### config.mk
export PLATFORM = sky130hd
export DESIGN_NAME = ratio_steering_pd_unit_flat
export DESIGN_NICKNAME = d
export VERILOG_FILES = /design/src/design/rsp_pkg.sv /design/src/design/rsp_if.sv /design/src/design/rsp_mul.sv /design/src/design/rsp_div.sv /design/src/design/ratio_steering_pd_unit.sv /design/src/flat_wrapper.sv
export SDC_FILE = /design/constraint.sdc
export NUM_CORES = 2
export LEC_CHECK = 0
export BUFFER_PORTS_ARGS = -buffer_cell sky130_fd_sc_hd__buf_2
export CORE_UTILIZATION = 55
export CTS_BUF_LIST = sky130_fd_sc_hd__clkbuf_8
export CTS_CLUSTER_DIAMETER = 80
export CTS_CLUSTER_SIZE = 20
export DETAILED_ROUTE_END_ITERATION = 8
export GPL_ROUTABILITY_DRIVEN = 0
export PLACE_DENSITY = 0.73
export SYNTH_ARGS = -nofsm -noshare
export SYNTH_HDL_FRONTEND = slang
export SYNTH_SLANG_ARGS = --single-unit
### constraint.sdc
create_clock -name clk -period 9.06 [get_ports clk]
set_input_delay 1.359 -clock clk [delete_from_list [all_inputs] [get_ports clk]]
set_output_delay 1.359 -clock clk [all_outputs]
set_load 0.01 [all_outputs]
### src/design/rsp_pkg.sv
`timescale 1ns / 1ps
// ----------------------------------------------------------------------------
// Ratio steering PD package
// Widths, fixed-point constants, register indexes and sequencer states shared
// by the ratio steering PD block.
// ----------------------------------------------------------------------------
package rsp_pkg;

  // Default sample width of the inductor samples.
  localparam int SAMPLE_BITS_DEF = 12;

  // Register and field widths.
  localparam int PGAIN_W    = 13;
  localparam int DGAIN_W    = 12;
  localparam int BASE_W     = 8;
  localparam int ERR_W      = 15;
  localparam int CORR_W     = 15;
  localparam int ANGLE_W    = 15;
  localparam int SPEED_W    = 9;
  localparam int CFG_DATA_W = 13;
  localparam int CFG_IDX_W  = 2;

  // Reset values of the configuration registers.
  localparam logic [PGAIN_W-1:0] PGAIN_RESET = 13'd3072;
  localparam logic [DGAIN_W-1:0] DGAIN_RESET = 12'd358;
  localparam logic [BASE_W-1:0]  BASE_RESET  = 8'd220;

  // Register indexes on the write port.
  localparam logic [CFG_IDX_W-1:0] REG_PROP_GAIN  = 2'd0;
  localparam logic [CFG_IDX_W-1:0] REG_DERIV_GAIN = 2'd1;
  localparam logic [CFG_IDX_W-1:0] REG_BASE_SPEED = 2'd2;

  // Fixed-point constants: servo center and correction limit are 45 degrees
  // in Q8, and the speed coefficient is 0.0135 in Q24.
  localparam int SERVO_CENTER_Q8 = 11520;
  localparam int CORR_LIMIT_Q8   = 11520;
  localparam int DIFF_COEF_Q24   = 226492;
  localparam int DERIV_SHIFT     = 8;
  localparam int WHEEL_SHIFT     = 32;

  // Operand A width of the shared multiplier.
  localparam int MUL_A_W = 32;

  // Sequencer states.
  typedef enum logic [3:0] {
    ST_IDLE,
    ST_MUL_P,
    ST_DIV_START,
    ST_DIV,
    ST_ERR,
    ST_MUL_D,
    ST_CORR,
    ST_MUL_K,
    ST_MUL_B,
    ST_SPEED
  } state_t;

  // Status of the iterative divider.
  typedef struct packed {
    logic busy;
    logic done;
  } div_status_t;

endpackage

### src/design/rsp_if.sv
`timescale 1ns / 1ps
// ----------------------------------------------------------------------------
// Ratio steering PD channels
// Valid/ready channels for the sample word and the result word.
// ----------------------------------------------------------------------------
interface rsp_in_if
  import rsp_pkg::*;
#(
  parameter int SAMPLE_BITS = SAMPLE_BITS_DEF
) ();
  logic                   valid;
  logic                   ready;
  logic [SAMPLE_BITS-1:0] left_sample;
  logic [SAMPLE_BITS-1:0] right_sample;

  modport source (output valid, output left_sample, output right_sample, input ready);
  modport sink (input valid, input left_sample, input right_sample, output ready);
endinterface

interface rsp_out_if
  import rsp_pkg::*;
();
  logic                     valid;
  logic                     ready;
  logic [ANGLE_W-1:0]       servo_angle_q8;
  logic [SPEED_W-1:0]       left_speed;
  logic [SPEED_W-1:0]       right_speed;
  logic signed [CORR_W-1:0] correction_q8;
  logic                     zero_sum;

  modport source (
    output valid, output servo_angle_q8, output left_speed, output right_speed,
    output correction_q8, output zero_sum, input ready
  );
  modport sink (
    input valid, input servo_angle_q8, input left_speed, input right_speed,
    input correction_q8, input zero_sum, output ready
  );
endinterface

### src/design/rsp_mul.sv
`timescale 1ns / 1ps
// ----------------------------------------------------------------------------
// Ratio steering PD shared multiplier
// Unsigned multiplier with a registered product, used for every product.
// ----------------------------------------------------------------------------
module rsp_mul
  import rsp_pkg::*;
#(
  parameter int A_W = MUL_A_W,
  parameter int B_W = 16
) (
  input  logic             clk,
  input  logic [A_W-1:0]   a,
  input  logic [B_W-1:0]   b,
  output logic [A_W+B_W-1:0] prod
);

  // The product is taken every cycle; the sequencer picks the operands.
  always_ff @(posedge clk) begin
    prod <= (A_W+B_W)'(a) * (A_W+B_W)'(b);
  end

endmodule

### src/design/rsp_div.sv
`timescale 1ns / 1ps
// ----------------------------------------------------------------------------
// Ratio steering PD divider
// Restoring divider that settles one quotient bit per cycle.
// ----------------------------------------------------------------------------
module rsp_div
  import rsp_pkg::*;
#(
  parameter int DIVIDEND_W = 25,
  parameter int DIVISOR_W  = 13,
  parameter int Q_W        = 13
) (
  input  logic                  clk,
  input  logic                  rst,
  input  logic                  start,
  input  logic [DIVIDEND_W-1:0] dividend,
  input  logic [DIVISOR_W-1:0]  divisor,
  output logic [Q_W-1:0]        quotient,
  output div_status_t           status
);

  localparam int SH_W  = DIVISOR_W + Q_W - 1;
  localparam int CMP_W = (DIVIDEND_W > SH_W) ? DIVIDEND_W : SH_W;
  localparam int CNT_W = $clog2(Q_W + 1);

  logic [CMP_W-1:0] rem;
  logic [CMP_W-1:0] dsr;
  logic [CNT_W-1:0] cnt;
  logic             busy;
  logic             done;

  // Step counter and status. The caller keeps the quotient below 2^Q_W.
  always_ff @(posedge clk) begin
    if (rst) begin
      busy <= 1'b0;
      done <= 1'b0;
      cnt  <= '0;
    end else begin
      done <= 1'b0;
      if (start) begin
        busy <= 1'b1;
        cnt  <= CNT_W'(Q_W);
      end else if (busy) begin
        cnt <= cnt - CNT_W'(1);
        if (cnt == CNT_W'(1)) begin
          busy <= 1'b0;
          done <= 1'b1;
        end
      end
    end
  end

  // Compare and subtract the shifted divisor, most significant bit first.
  always_ff @(posedge clk) begin
    if (start) begin
      rem      <= CMP_W'(dividend);
      dsr      <= CMP_W'(divisor) << (Q_W - 1);
      quotient <= '0;
    end else if (busy) begin
      if (rem >= dsr) begin
        rem      <= rem - dsr;
        quotient <= {quotient[Q_W-2:0], 1'b1};
      end else begin
        quotient <= {quotient[Q_W-2:0], 1'b0};
      end
      dsr <= dsr >> 1;
    end
  end

  assign status.busy = busy;
  assign status.done = done;

endmodule

### src/design/ratio_steering_pd_unit.sv
`timescale 1ns / 1ps
// ----------------------------------------------------------------------------
// Ratio steering PD unit
// Difference-over-sum PD steering: servo angle and wheel speeds from a pair
// of inductor samples, with a sequencer around one multiplier and a divider.
// ----------------------------------------------------------------------------
// A sample word runs the sequencer steps in order: proportional product,
// 13-step restoring division, error, derivative product, correction, then
// coefficient and base products; only then is a new one taken. A result word
// that still waits holds off the next sample word until it is taken.
// Reset: synchronous; gains and base speed return to their defaults and the
// previous error clears to zero. There is no clearing pass.
module ratio_steering_pd_unit
  import rsp_pkg::*;
#(
  parameter int SAMPLE_BITS = SAMPLE_BITS_DEF
) (
  input  logic                  clk,
  input  logic                  rst,
  input  logic                  wr_en,
  input  logic [CFG_IDX_W-1:0]  wr_index,
  input  logic [CFG_DATA_W-1:0] wr_data,
  rsp_in_if.sink                samples,
  rsp_out_if.source             results
);

  localparam int MUL_B_W = (SAMPLE_BITS > 16) ? SAMPLE_BITS : 16;
  localparam int PROD_W  = MUL_A_W + MUL_B_W;
  localparam int SUM_W   = SAMPLE_BITS + 1;
  localparam int DIVD_W  = PGAIN_W + SAMPLE_BITS;
  localparam int DMAG_W  = DGAIN_W + ERR_W - 1 - DERIV_SHIFT;
  localparam int PSUM_W  = DMAG_W + 2;
  localparam logic signed [PSUM_W-1:0] LIM_P = PSUM_W'(CORR_LIMIT_Q8);
  localparam logic signed [PSUM_W-1:0] LIM_N = -PSUM_W'(CORR_LIMIT_Q8);

  // Configuration registers.
  logic [PGAIN_W-1:0] prop_gain;
  logic [DGAIN_W-1:0] deriv_gain;
  logic [BASE_W-1:0]  base_speed;

  // Sequencer.
  state_t state;
  state_t state_next;

  // Per-item working registers.
  logic [SUM_W-1:0]         sum;
  logic [SAMPLE_BITS-1:0]   abs_diff;
  logic                     diff_neg;
  logic                     zero;
  logic signed [ERR_W-1:0]  err;
  logic signed [ERR_W-1:0]  prev_err;
  logic [ERR_W-2:0]         abs_ed;
  logic                     ed_neg;
  logic signed [CORR_W-1:0] corr;
  logic [CORR_W-2:0]        abs_corr;
  logic                     corr_neg;

  // Output register.
  logic                     out_valid;
  logic [ANGLE_W-1:0]       out_angle;
  logic [SPEED_W-1:0]       out_left;
  logic [SPEED_W-1:0]       out_right;
  logic signed [CORR_W-1:0] out_corr;
  logic                     out_zero;

  // Shared units.
  logic [MUL_A_W-1:0] mul_a;
  logic [MUL_B_W-1:0] mul_b;
  logic [PROD_W-1:0]  prod;
  logic               div_start;
  logic [PGAIN_W-1:0] quotient;
  div_status_t        div_status;

  logic accept;
  logic out_load;

  rsp_mul #(
    .A_W (MUL_A_W),
    .B_W (MUL_B_W)
  ) u_mul (
    .clk  (clk),
    .a    (mul_a),
    .b    (mul_b),
    .prod (prod)
  );

  rsp_div #(
    .DIVIDEND_W (DIVD_W),
    .DIVISOR_W  (SUM_W),
    .Q_W        (PGAIN_W)
  ) u_div (
    .clk      (clk),
    .rst      (rst),
    .start    (div_start),
    .dividend (prod[DIVD_W-1:0]),
    .divisor  (sum),
    .quotient (quotient),
    .status   (div_status)
  );

  assign accept   = samples.valid && samples.ready;
  assign out_load = (state == ST_SPEED) && (!out_valid || results.ready);

  // Configuration writes; an unknown index is ignored.
  always_ff @(posedge clk) begin
    if (rst) begin
      prop_gain  <= PGAIN_RESET;
      deriv_gain <= DGAIN_RESET;
      base_speed <= BASE_RESET;
    end else if (wr_en) begin
      case (wr_index)
        REG_PROP_GAIN:  prop_gain  <= wr_data[PGAIN_W-1:0];
        REG_DERIV_GAIN: deriv_gain <= wr_data[DGAIN_W-1:0];
        REG_BASE_SPEED: base_speed <= wr_data[BASE_W-1:0];
        default: ;
      endcase
    end
  end

  // State register.
  always_ff @(posedge clk) begin
    if (rst) begin
      state <= ST_IDLE;
    end else begin
      state <= state_next;
    end
  end

  // Next-state logic.
  always_comb begin
    state_next = state;
    case (state)
      ST_IDLE:      if (accept) state_next = ST_MUL_P;
      ST_MUL_P:     state_next = ST_DIV_START;
      ST_DIV_START: state_next = ST_DIV;
      ST_DIV:       if (div_status.done) state_next = ST_ERR;
      ST_ERR:       state_next = ST_MUL_D;
      ST_MUL_D:     state_next = ST_CORR;
      ST_CORR:      state_next = ST_MUL_K;
      ST_MUL_K:     state_next = ST_MUL_B;
      ST_MUL_B:     state_next = ST_SPEED;
      ST_SPEED:     if (out_load) state_next = ST_IDLE;
      default:      state_next = ST_IDLE;
    endcase
  end

  // Sequencer outputs: handshake and operand selection. A new sample word is
  // taken only when the output register is free by the time it is needed, so
  // the wheel product never has to be held in the speed step.
  always_comb begin
    samples.ready = 1'b0;
    div_start     = 1'b0;
    mul_a         = '0;
    mul_b         = '0;
    case (state)
      ST_IDLE:      samples.ready = !out_valid || results.ready;
      ST_MUL_P: begin
        mul_a = MUL_A_W'(prop_gain);
        mul_b = MUL_B_W'(abs_diff);
      end
      ST_DIV_START: div_start = 1'b1;
      ST_MUL_D: begin
        mul_a = MUL_A_W'(abs_ed);
        mul_b = MUL_B_W'(deriv_gain);
      end
      ST_MUL_K: begin
        mul_a = MUL_A_W'(DIFF_COEF_Q24);
        mul_b = MUL_B_W'(abs_corr);
      end
      ST_MUL_B: begin
        mul_a = prod[MUL_A_W-1:0];
        mul_b = MUL_B_W'(base_speed);
      end
      default: ;
    endcase
  end

  // Sum and magnitude of the difference, taken with the sample word.
  always_ff @(posedge clk) begin
    if (accept) begin
      sum      <= SUM_W'(samples.left_sample) + SUM_W'(samples.right_sample);
      diff_neg <= samples.left_sample < samples.right_sample;
      zero     <= (samples.left_sample == '0) && (samples.right_sample == '0);
      if (samples.left_sample >= samples.right_sample) begin
        abs_diff <= samples.left_sample - samples.right_sample;
      end else begin
        abs_diff <= samples.right_sample - samples.left_sample;
      end
    end
  end

  // Signed error from the quotient; a zero sum forces it to zero.
  logic signed [ERR_W-1:0] err_val;
  logic signed [ERR_W-1:0] ed_val;
  logic signed [ERR_W-1:0] ed_abs;

  always_comb begin
    if (zero) begin
      err_val = '0;
    end else if (diff_neg) begin
      err_val = -$signed(ERR_W'(quotient));
    end else begin
      err_val = $signed(ERR_W'(quotient));
    end
    ed_val = err_val - prev_err;
    ed_abs = (ed_val < 0) ? -ed_val : ed_val;
  end

  always_ff @(posedge clk) begin
    if (rst) begin
      prev_err <= '0;
    end else if (state == ST_ERR) begin
      prev_err <= err_val;
    end
  end

  always_ff @(posedge clk) begin
    if (state == ST_ERR) begin
      err    <= err_val;
      abs_ed <= ed_abs[ERR_W-2:0];
      ed_neg <= ed_val < 0;
    end
  end

  // Derivative term truncated toward zero, then the saturated correction.
  logic [DMAG_W-1:0]        dmag;
  logic signed [DMAG_W:0]   deriv_val;
  logic signed [PSUM_W-1:0] psum;
  logic signed [PSUM_W-1:0] corr_val;
  logic signed [PSUM_W-1:0] corr_abs;

  always_comb begin
    dmag = prod[DERIV_SHIFT +: DMAG_W];
    if (ed_neg) begin
      deriv_val = -$signed({1'b0, dmag});
    end else begin
      deriv_val = $signed({1'b0, dmag});
    end
    psum = PSUM_W'(err) + PSUM_W'(deriv_val);
    if (psum > LIM_P) begin
      corr_val = LIM_P;
    end else if (psum < LIM_N) begin
      corr_val = LIM_N;
    end else begin
      corr_val = psum;
    end
    corr_abs = (corr_val < 0) ? -corr_val : corr_val;
  end

  always_ff @(posedge clk) begin
    if (state == ST_CORR) begin
      corr     <= corr_val[CORR_W-1:0];
      abs_corr <= corr_abs[CORR_W-2:0];
      corr_neg <= corr_val < 0;
    end
  end

  // Wheel speeds from base * K * |correction| / 2^32.
  logic [BASE_W-1:0]  wheel_hi;
  logic               wheel_frac;
  logic [SPEED_W-1:0] speed_up;
  logic [SPEED_W-1:0] speed_dn;

  always_comb begin
    wheel_hi   = prod[WHEEL_SHIFT +: BASE_W];
    wheel_frac = |prod[WHEEL_SHIFT-1:0];
    speed_up   = SPEED_W'(base_speed) + SPEED_W'(wheel_hi);
    speed_dn   = SPEED_W'(base_speed) - SPEED_W'(wheel_hi) - SPEED_W'(wheel_frac);
  end

  // Output register; holds while the result word waits.
  always_ff @(posedge clk) begin
    if (rst) begin
      out_valid <= 1'b0;
    end else if (out_load) begin
      out_valid <= 1'b1;
    end else if (results.ready) begin
      out_valid <= 1'b0;
    end
  end

  always_ff @(posedge clk) begin
    if (out_load) begin
      out_angle <= ANGLE_W'(SERVO_CENTER_Q8) + ANGLE_W'(corr);
      out_corr  <= corr;
      out_zero  <= zero;
      if (corr_neg) begin
        out_left  <= speed_up;
        out_right <= speed_dn;
      end else begin
        out_left  <= speed_dn;
        out_right <= speed_up;
      end
    end
  end

  assign results.valid          = out_valid;
  assign results.servo_angle_q8 = out_angle;
  assign results.left_speed     = out_left;
  assign results.right_speed    = out_right;
  assign results.correction_q8  = out_corr;
  assign results.zero_sum       = out_zero;

  // The stored error never leaves the range a 13-bit quotient allows.
  a_prev_err_range: assert property (@(posedge clk) disable iff (rst)
    (prev_err <= 15'sd8191) && (prev_err >= -15'sd8191))
    else $error("previous error out of range");

  // A zero sum must give a zero error before the derivative pass.
  a_zero_err: assert property (@(posedge clk) disable iff (rst)
    (state == ST_MUL_D) && zero |-> (err == '0))
    else $error("zero sum did not force a zero error");

  // The correction on the output stays saturated.
  a_corr_range: assert property (@(posedge clk) disable iff (rst)
    results.valid |-> (out_corr <= 15'sd11520) && (out_corr >= -15'sd11520))
    else $error("correction out of range");

  // Servo angle and correction agree.
  a_angle: assert property (@(posedge clk) disable iff (rst)
    results.valid |-> (out_angle == ANGLE_W'(ANGLE_W'(SERVO_CENTER_Q8) + ANGLE_W'(out_corr))))
    else $error("servo angle does not match correction");

  // The two wheel speeds straddle the base speed and sum to twice it, or one less.
  a_speed_pair: assert property (@(posedge clk) disable iff (rst)
    results.valid |->
      ((SPEED_W+1)'(out_left) + (SPEED_W+1)'(out_right) == (SPEED_W+1)'({base_speed, 1'b0})) ||
      ((SPEED_W+1)'(out_left) + (SPEED_W+1)'(out_right) + (SPEED_W+1)'(1)
        == (SPEED_W+1)'({base_speed, 1'b0})))
    else $error("wheel speeds do not balance");

endmodule

### src/flat_wrapper.sv
// flat-port wrapper written by rule: the top's interface ports become plain ports
module ratio_steering_pd_unit_flat import rsp_pkg::*;
#(
  parameter int SAMPLE_BITS = SAMPLE_BITS_DEF
)
  (clk, rst, wr_en, wr_index, wr_data, samples_valid, samples_left_sample, samples_right_sample, samples_ready, results_valid, results_servo_angle_q8, results_left_speed, results_right_speed, results_correction_q8, results_zero_sum, results_ready);
  rsp_in_if #(.SAMPLE_BITS(SAMPLE_BITS)) samples_i ();
  rsp_out_if results_i ();
  input  logic clk;
  input  logic rst;
  input  logic wr_en;
  input  logic [CFG_IDX_W-1:0] wr_index;
  input  logic [CFG_DATA_W-1:0] wr_data;
  input wire logic [$bits(samples_i.valid)-1:0] samples_valid;
  input wire logic [$bits(samples_i.left_sample)-1:0] samples_left_sample;
  input wire logic [$bits(samples_i.right_sample)-1:0] samples_right_sample;
  output wire logic [$bits(samples_i.ready)-1:0] samples_ready;
  output wire logic [$bits(results_i.valid)-1:0] results_valid;
  output wire logic [$bits(results_i.servo_angle_q8)-1:0] results_servo_angle_q8;
  output wire logic [$bits(results_i.left_speed)-1:0] results_left_speed;
  output wire logic [$bits(results_i.right_speed)-1:0] results_right_speed;
  output wire logic [$bits(results_i.correction_q8)-1:0] results_correction_q8;
  output wire logic [$bits(results_i.zero_sum)-1:0] results_zero_sum;
  input wire logic [$bits(results_i.ready)-1:0] results_ready;
  assign samples_i.valid = samples_valid;
  assign samples_i.left_sample = samples_left_sample;
  assign samples_i.right_sample = samples_right_sample;
  assign samples_ready = samples_i.ready;
  assign results_valid = results_i.valid;
  assign results_servo_angle_q8 = results_i.servo_angle_q8;
  assign results_left_speed = results_i.left_speed;
  assign results_right_speed = results_i.right_speed;
  assign results_correction_q8 = results_i.correction_q8;
  assign results_zero_sum = results_i.zero_sum;
  assign results_i.ready = results_ready;
  ratio_steering_pd_unit #(.SAMPLE_BITS(SAMPLE_BITS)) u_core (.clk(clk), .rst(rst), .wr_en(wr_en), .wr_index(wr_index), .wr_data(wr_data), .samples(samples_i), .results(results_i));
endmodule
* Yosys cells after proc, flatten, opt, wreduce, memory -nomap -nowiden
Index checks and enable logic that the tools add are counted.
Widths: inputs -> output; s select.
** Cells by class
- Reductions and logical operators :: 20
- Multiplexer cells :: 32
- $lt $le $gt $ge :: 7
- Multiply operators :: 1
- Add/sub/neg operators :: 15
- Equal/unequal tests :: 15
- Bitwise gates (word level) :: 1
** Operator list (count)
- $pmux 32 s4 :: 1
- $mux 25 :: 5
- $pmux 14 s4 :: 1
- $mul 32x14->40 :: 1
- $mux 20 :: 2
- $pmux 4 s10 :: 1
- $reduce_or 32->1 :: 1
- $mux 15 :: 2
- $mux 14 :: 2
- $neg 14->14 :: 2
- $ge 25x25->1 :: 1
- $sub 25x25->25 :: 1
- $logic_not 12->1 :: 2
- $sub 12x12->12 :: 2
- $add 15x19->20 :: 1
- $gt 20x15->1 const B :: 1
- $lt 20x1->1 const B :: 1
- $lt 20x15->1 const B :: 1
- $mux 4 :: 5
- $mux 19 :: 1
- $neg 18->19 :: 1
- $mux 9 :: 2
- $eq 4x3->1 const B :: 4
- $add 15x15->15 const A :: 1
- 30 further kinds :: 49
** Storage, ports and cells
- Input port bits :: 44
- Output and inout port bits :: 51
- Bits in registers :: 298
- Word-level logic and storage cells :: 121

* Depth between registers and ports, before layout
- Depth in word-level cells :: 8
- Depth in mapped cells :: 32
- Mapped depth without buffers :: 28

* Hierarchy
Synthesis repeated with hierarchy kept, for this count alone.
** Second synthesis, totals
- Cells, all modules :: 3795
- Area, all modules :: 34097.7 sq um
** By module, submodules not included
- rsp_mul :: cells an instance 1939, area an instance 17235.3 sq um, times used 1
- ratio_steering_pd_unit :: cells an instance 1373, area an instance 12484.5 sq um, times used 1
- rsp_div :: cells an instance 483, area an instance 4377.9 sq um, times used 1

* Worst setup path after synthesis
OpenSTA, ideal clock, no wires.
- Path kind :: register -> register
- From :: reg u_core.state[0]
- To :: reg u_core.u_mul.prod[38]
- Data required time :: 8.933 ns
- Setup time :: 0.127 ns
- Arrival :: 7.681 ns
- Stages on the path, launching flop included :: 29
- Path slack :: 1.251 ns
- Cell sequence :: dfxtp_1 -> clkbuf_1 -> nand2b_1 -> nor2_1 -> clkbuf_1 -> clkbuf_1 -> nand2_1 -> nand3_1 -> clkbuf_1 -> nand2_1 -> fa_1 -> inv_1 -> fa_1 -> fa_1 -> fa_1 -> fa_1 -> inv_1 -> fa_1 -> inv_1 -> ha_1 -> clkbuf_1 -> nand3_1 -> or3_1 -> o41ai_1 -> nand2_1 -> a311oi_1 -> a221o_1 -> o41ai_1 -> xnor2_1
** On the way
- Longest elaborated chain between the ends :: 3
- Elaborated cells between the ends (all ways) :: 7
** RTL lines
- start, declared :: RTL line ratio_steering_pd_unit.sv:42 : state_t state;
- start signal, assigned :: RTL line ratio_steering_pd_unit.sv:125 : state <= state_next;
- $eq 4x4->1 (tied with other cells) :: RTL line ratio_steering_pd_unit.sv:155 : case (state)
- $pmux 32 s4 / $pmux 14 s4 (equally long branches) :: RTL line ratio_steering_pd_unit.sv:155
- $mul 32x14->40 (*) :: RTL line rsp_mul.sv:20 : prod <= (A_W+B_W)'(a) * (A_W+B_W)'(b);
- end signal, assigned :: RTL line rsp_mul.sv:20
- end, declared :: RTL line rsp_mul.sv:15 : output logic [A_W+B_W-1:0] prod
Mark *: on every way between the ends. The rest lies on a longest branch, timed or not.
A chain may end at the register's enable or synchronous reset.

* Worst setup path after layout
- From :: reg u_core.state[2]
- To :: reg u_core.u_mul.prod[39]
Same word-level chain as after synthesis.

==> results.yml <==
synth:
  synthDominantCellAreaShare_pct: 24.2
  dominantRegCellSynth: "sky130_fd_sc_hd__edfxtp_1"
  synthDistinctLibCells: 83
  async_flop_share_pct: 0
  synth_area_per_cell_sq_um: 9.08
  synth_largest_area_cell: "sky130_fd_sc_hd__fa_1"
  post_syn_area_sq_mm: 0.0292
  synth_top_cells_by_area: "sky130_fd_sc_hd__fa_1, sky130_fd_sc_hd__edfxtp_1, sky130_fd_sc_hd__ha_1"
  synth_seq_cells: 288
  synth_enable_flop_cells: 164
  yosys_warnings: 0
  yosysSeqAreaShare_pct: 25.3
  syn_inst: 3220
timing:
  timing.fmax_mhz: 116
  rsz0062_at_grt: "false"
  maxSlewHeadroom_pct: 20.2
  timing.final.crit_share_pct: 94.8
  worst_slew_pin_slew_ns: 1.19
  hold_violations: 0
  finalSetupViolCount: 0
  period_minus_slack_ns: 8.58
  report.final.slew_viol_count: 0
  skew_ns: 0.0491
  fin_tns_setup_ns: 0
floorplanning:
  core-area_sq_mm: 0.0526
  floorplan.die.width_um: 233
  placement_rows: 84
  top_level_ports: 95
  start_util_pct: 55.6
  fp.dieH_um: 233
  die_area_sq_mm: 0.0541
critical_path:
  worst-setup-path-type: "register to register"
  worst_ep_required_time_ns: 9.54
  timing.reg2reg.worst_path_depth: 27
  type_of_origin_of_the_critical_path: "register"
  worst_setup_path_end_kind: "register"
  critical_path_peak_fanout: 25
  timing.reg2reg.setup_slack_ns: 0.48
  reg2reg_from: "u_core.state[2]"
  crit_arrival_ns: 9.06
  r2r_end: "u_core.u_mul.prod[39]"
final_layout:
  areaGrowthSynthToFinish_pct: 5.81
  most-common-layout-cells: "sky130_fd_sc_hd__inv_1, sky130_fd_sc_hd__nand2_1, sky130_fd_sc_hd__fa_1"
  layout.cells.non_filler: 4015
  finish.net_count: 3914
  final_common_cell: "sky130_fd_sc_hd__inv_1"
  drive_gt1_share_pct: 5.56
  stdcell_area_sq_mm: 0.0309
cts:
  clock_insertion_delay_worst_skew_ns: 0.59
  htreeDepth: 1
  clockBufferDepth: 3
  clock_sink_count: 288
  worst_setup_hold_path_clk_slew_ns: 0.12
  cts_tree: "done"
  post_cts_buffers: 0
  numCtsBuffers: 19
  ctsRootBufferMaster: "sky130_fd_sc_hd__clkbuf_8"
global_routing:
  grt-ovfl-total: 0
  grt_max_degree: 59
  grt_pass1_vias: 23000
  grt_antenna_before_repair: 3
  first_pass_grt_wire_length_um: 122000
  globalRouteTotalUtil_pct: 29.2
routing:
  drt_iter0_drc: 2056
  routed_wirelength_normalized_by_instance_count_um: 19.3
  post-route-drc-count: 0
  routed_wl_um: 77400
  detail_route.first_pass.iterations: 6
  route.detailed.vias_per_inst: 5.71
  routed-via-count: 22900
  antenna_left: 0
place:
  hpwl_um: 63000
  placed_area_sq_mm: 0.0306
  buffer_ports.inserted: 94
  placed_cells: 3980
pwr:
  power.density_mw_per_mm2: 255
  p_leak_nw: 13.9
  power_mw: 7.90
  ir_worst_vdd_uv: 227
outcome:
  run_status: "finished, final reports clean"
hold_path:
  holdCritPathClass: "register to register"
  worst_hold_launch: "u_core.corr[6]"
  timing.hold.worst_path_depth: 0
  hold_path_end: "u_core.results.correction_q8[6]"
job:
  maxCapViolations: 0
[critical path, stage by stage, from the launching register on]
cell                        delay, ns
sky130_fd_sc_hd__dfxtp_1         0.54
sky130_fd_sc_hd__nor2_1          0.17
sky130_fd_sc_hd__inv_1           0.10
sky130_fd_sc_hd__nor2_1          0.05
sky130_fd_sc_hd__buf_4           0.22
sky130_fd_sc_hd__nand2_1         0.14
sky130_fd_sc_hd__and4_1          0.79
sky130_fd_sc_hd__nor2_1          0.16
sky130_fd_sc_hd__fa_1            0.57
sky130_fd_sc_hd__inv_1           0.06
sky130_fd_sc_hd__fa_1            0.54
sky130_fd_sc_hd__inv_1           0.05
sky130_fd_sc_hd__fa_1            0.52
sky130_fd_sc_hd__fa_1            0.45
sky130_fd_sc_hd__fa_1            0.56
sky130_fd_sc_hd__inv_1           0.07
sky130_fd_sc_hd__fa_1            0.53
sky130_fd_sc_hd__inv_1           0.04
sky130_fd_sc_hd__ha_1            0.37
sky130_fd_sc_hd__a21o_1          0.19
sky130_fd_sc_hd__a221oi_1        0.49
sky130_fd_sc_hd__a2bb2oi_1       0.30
sky130_fd_sc_hd__a211oi_1        0.18
sky130_fd_sc_hd__o41ai_1         0.46
sky130_fd_sc_hd__a21oi_1         0.21
sky130_fd_sc_hd__a211oi_1        0.40
sky130_fd_sc_hd__a21oi_1         0.16
sky130_fd_sc_hd__xnor2_1         0.14
[power breakdown]
part | internal, mW | total, mW | switching, mW
Combinational | 1.99 | 5.10 | 3.11
Clock | 0.209 | 0.651 | 0.441
Sequential | 1.88 | 2.15 | 0.271
Total | 4.07 | 7.90 | 3.83
[cells in the mapped netlist, types with 31 or more instances]
master	count
sky130_fd_sc_hd__nand2_1	494
sky130_fd_sc_hd__inv_1	485
sky130_fd_sc_hd__fa_1	353
sky130_fd_sc_hd__nor2_1	244
sky130_fd_sc_hd__ha_1	204
sky130_fd_sc_hd__a21oi_1	188
sky130_fd_sc_hd__edfxtp_1	164
sky130_fd_sc_hd__dfxtp_1	124
sky130_fd_sc_hd__xnor2_1	117
sky130_fd_sc_hd__clkbuf_1	107
sky130_fd_sc_hd__o21ai_0	75
sky130_fd_sc_hd__xor2_1	57
sky130_fd_sc_hd__and2_1	56
sky130_fd_sc_hd__nor3_1	41
sky130_fd_sc_hd__nand3_1	40
sky130_fd_sc_hd__mux2i_1	38
sky130_fd_sc_hd__a21o_1	31
[cell families (layout without fill, tap and decap cells)]
family | Yosys count | in the layout | synth area share (%)
simple gates | 1058 | 1058 | 16.5
buf+inv | 615 | 642 | 8.05
fa+ha+maj | 557 | 557 | 32.9
compound gates | 485 | 485 | 10.6
flops | 288 | 288 | 25.3
xor+xnor | 174 | 174 | 5.21
mux | 41 | 41 | 1.42
other cells | 2 | 82 | 0.0257
[cell type report]
cell class                      instances  area (sq um)
Timing Repair Buffer                  121           673
Fill cell                            4523         21600
Multi-Input combinational cell       2396         19800
Antenna cell                            1          2.50
Tap cell                              688           861
Sequential cell                       288          7410
Clock buffer                           19           262
Inverter                              487          1830
Clock inverter                         15          90.1
[registers in the layout (all words and copies together) (netlist names), 13 cells and up]
register and flops:
u_core.prop_gain 13, u_core.u_div.rem 25, u_core.abs_corr 14, u_core.u_div.dsr 25, u_core.results.correction_q8 15, u_core.prev_err 15
u_core.u_mul.prod 40, u_core.err 15, u_core.abs_ed 14, u_core.u_div.quotient 13, u_core.corr 14
[worst max-delay path by stage]
stage | to | slack [ns] | start
2_1_floorplan | u_core.u_mul.prod[38] | 1.25 | u_core.state[0]
3_3_place_gp | u_core.u_mul.prod[39] | 0.79 | u_core.state[0]
3_5_place_dp | u_core.u_mul.prod[39] | 0.45 | u_core.state[0]
4_1_cts | u_core.u_mul.prod[39] | 0.40 | u_core.state[0]
5_1_grt | u_core.u_mul.prod[39] | 0.05 | u_core.state[2]
6_report | u_core.u_mul.prod[39] | 0.48 | u_core.state[2]
[what timing repair did]
item,4_1_cts,5_1_grt
setup endpoints to repair,0,2
hold buffers,0,0
resized for setup,0,3
hold endpoints to repair,0,0
[per-layer routing]
metal	part of all wire [%]	up-vias	wire [um]	GRT usage (%)
li1	-	10500	-	-
met1	40	11200	30900	38.1
met2	47	986	36100	47.6
met3	9.1	184	7020	5.59
met4	4.4	2	3420	11.8
met5	0.017	-	13	0
[stage by stage]
step                util [%]  hold WS, ns  setup WS [ns]
finish                  58.9        0.437          0.475
global route            58.9        0.450         0.0529
CTS                     58.9        0.439          0.398
detailed placement      58.2        0.410          0.453
global placement        58.2        0.401          0.788
floorplan                  -        0.400           1.25
Note: power is estimated with default switching activity, not from simulation.
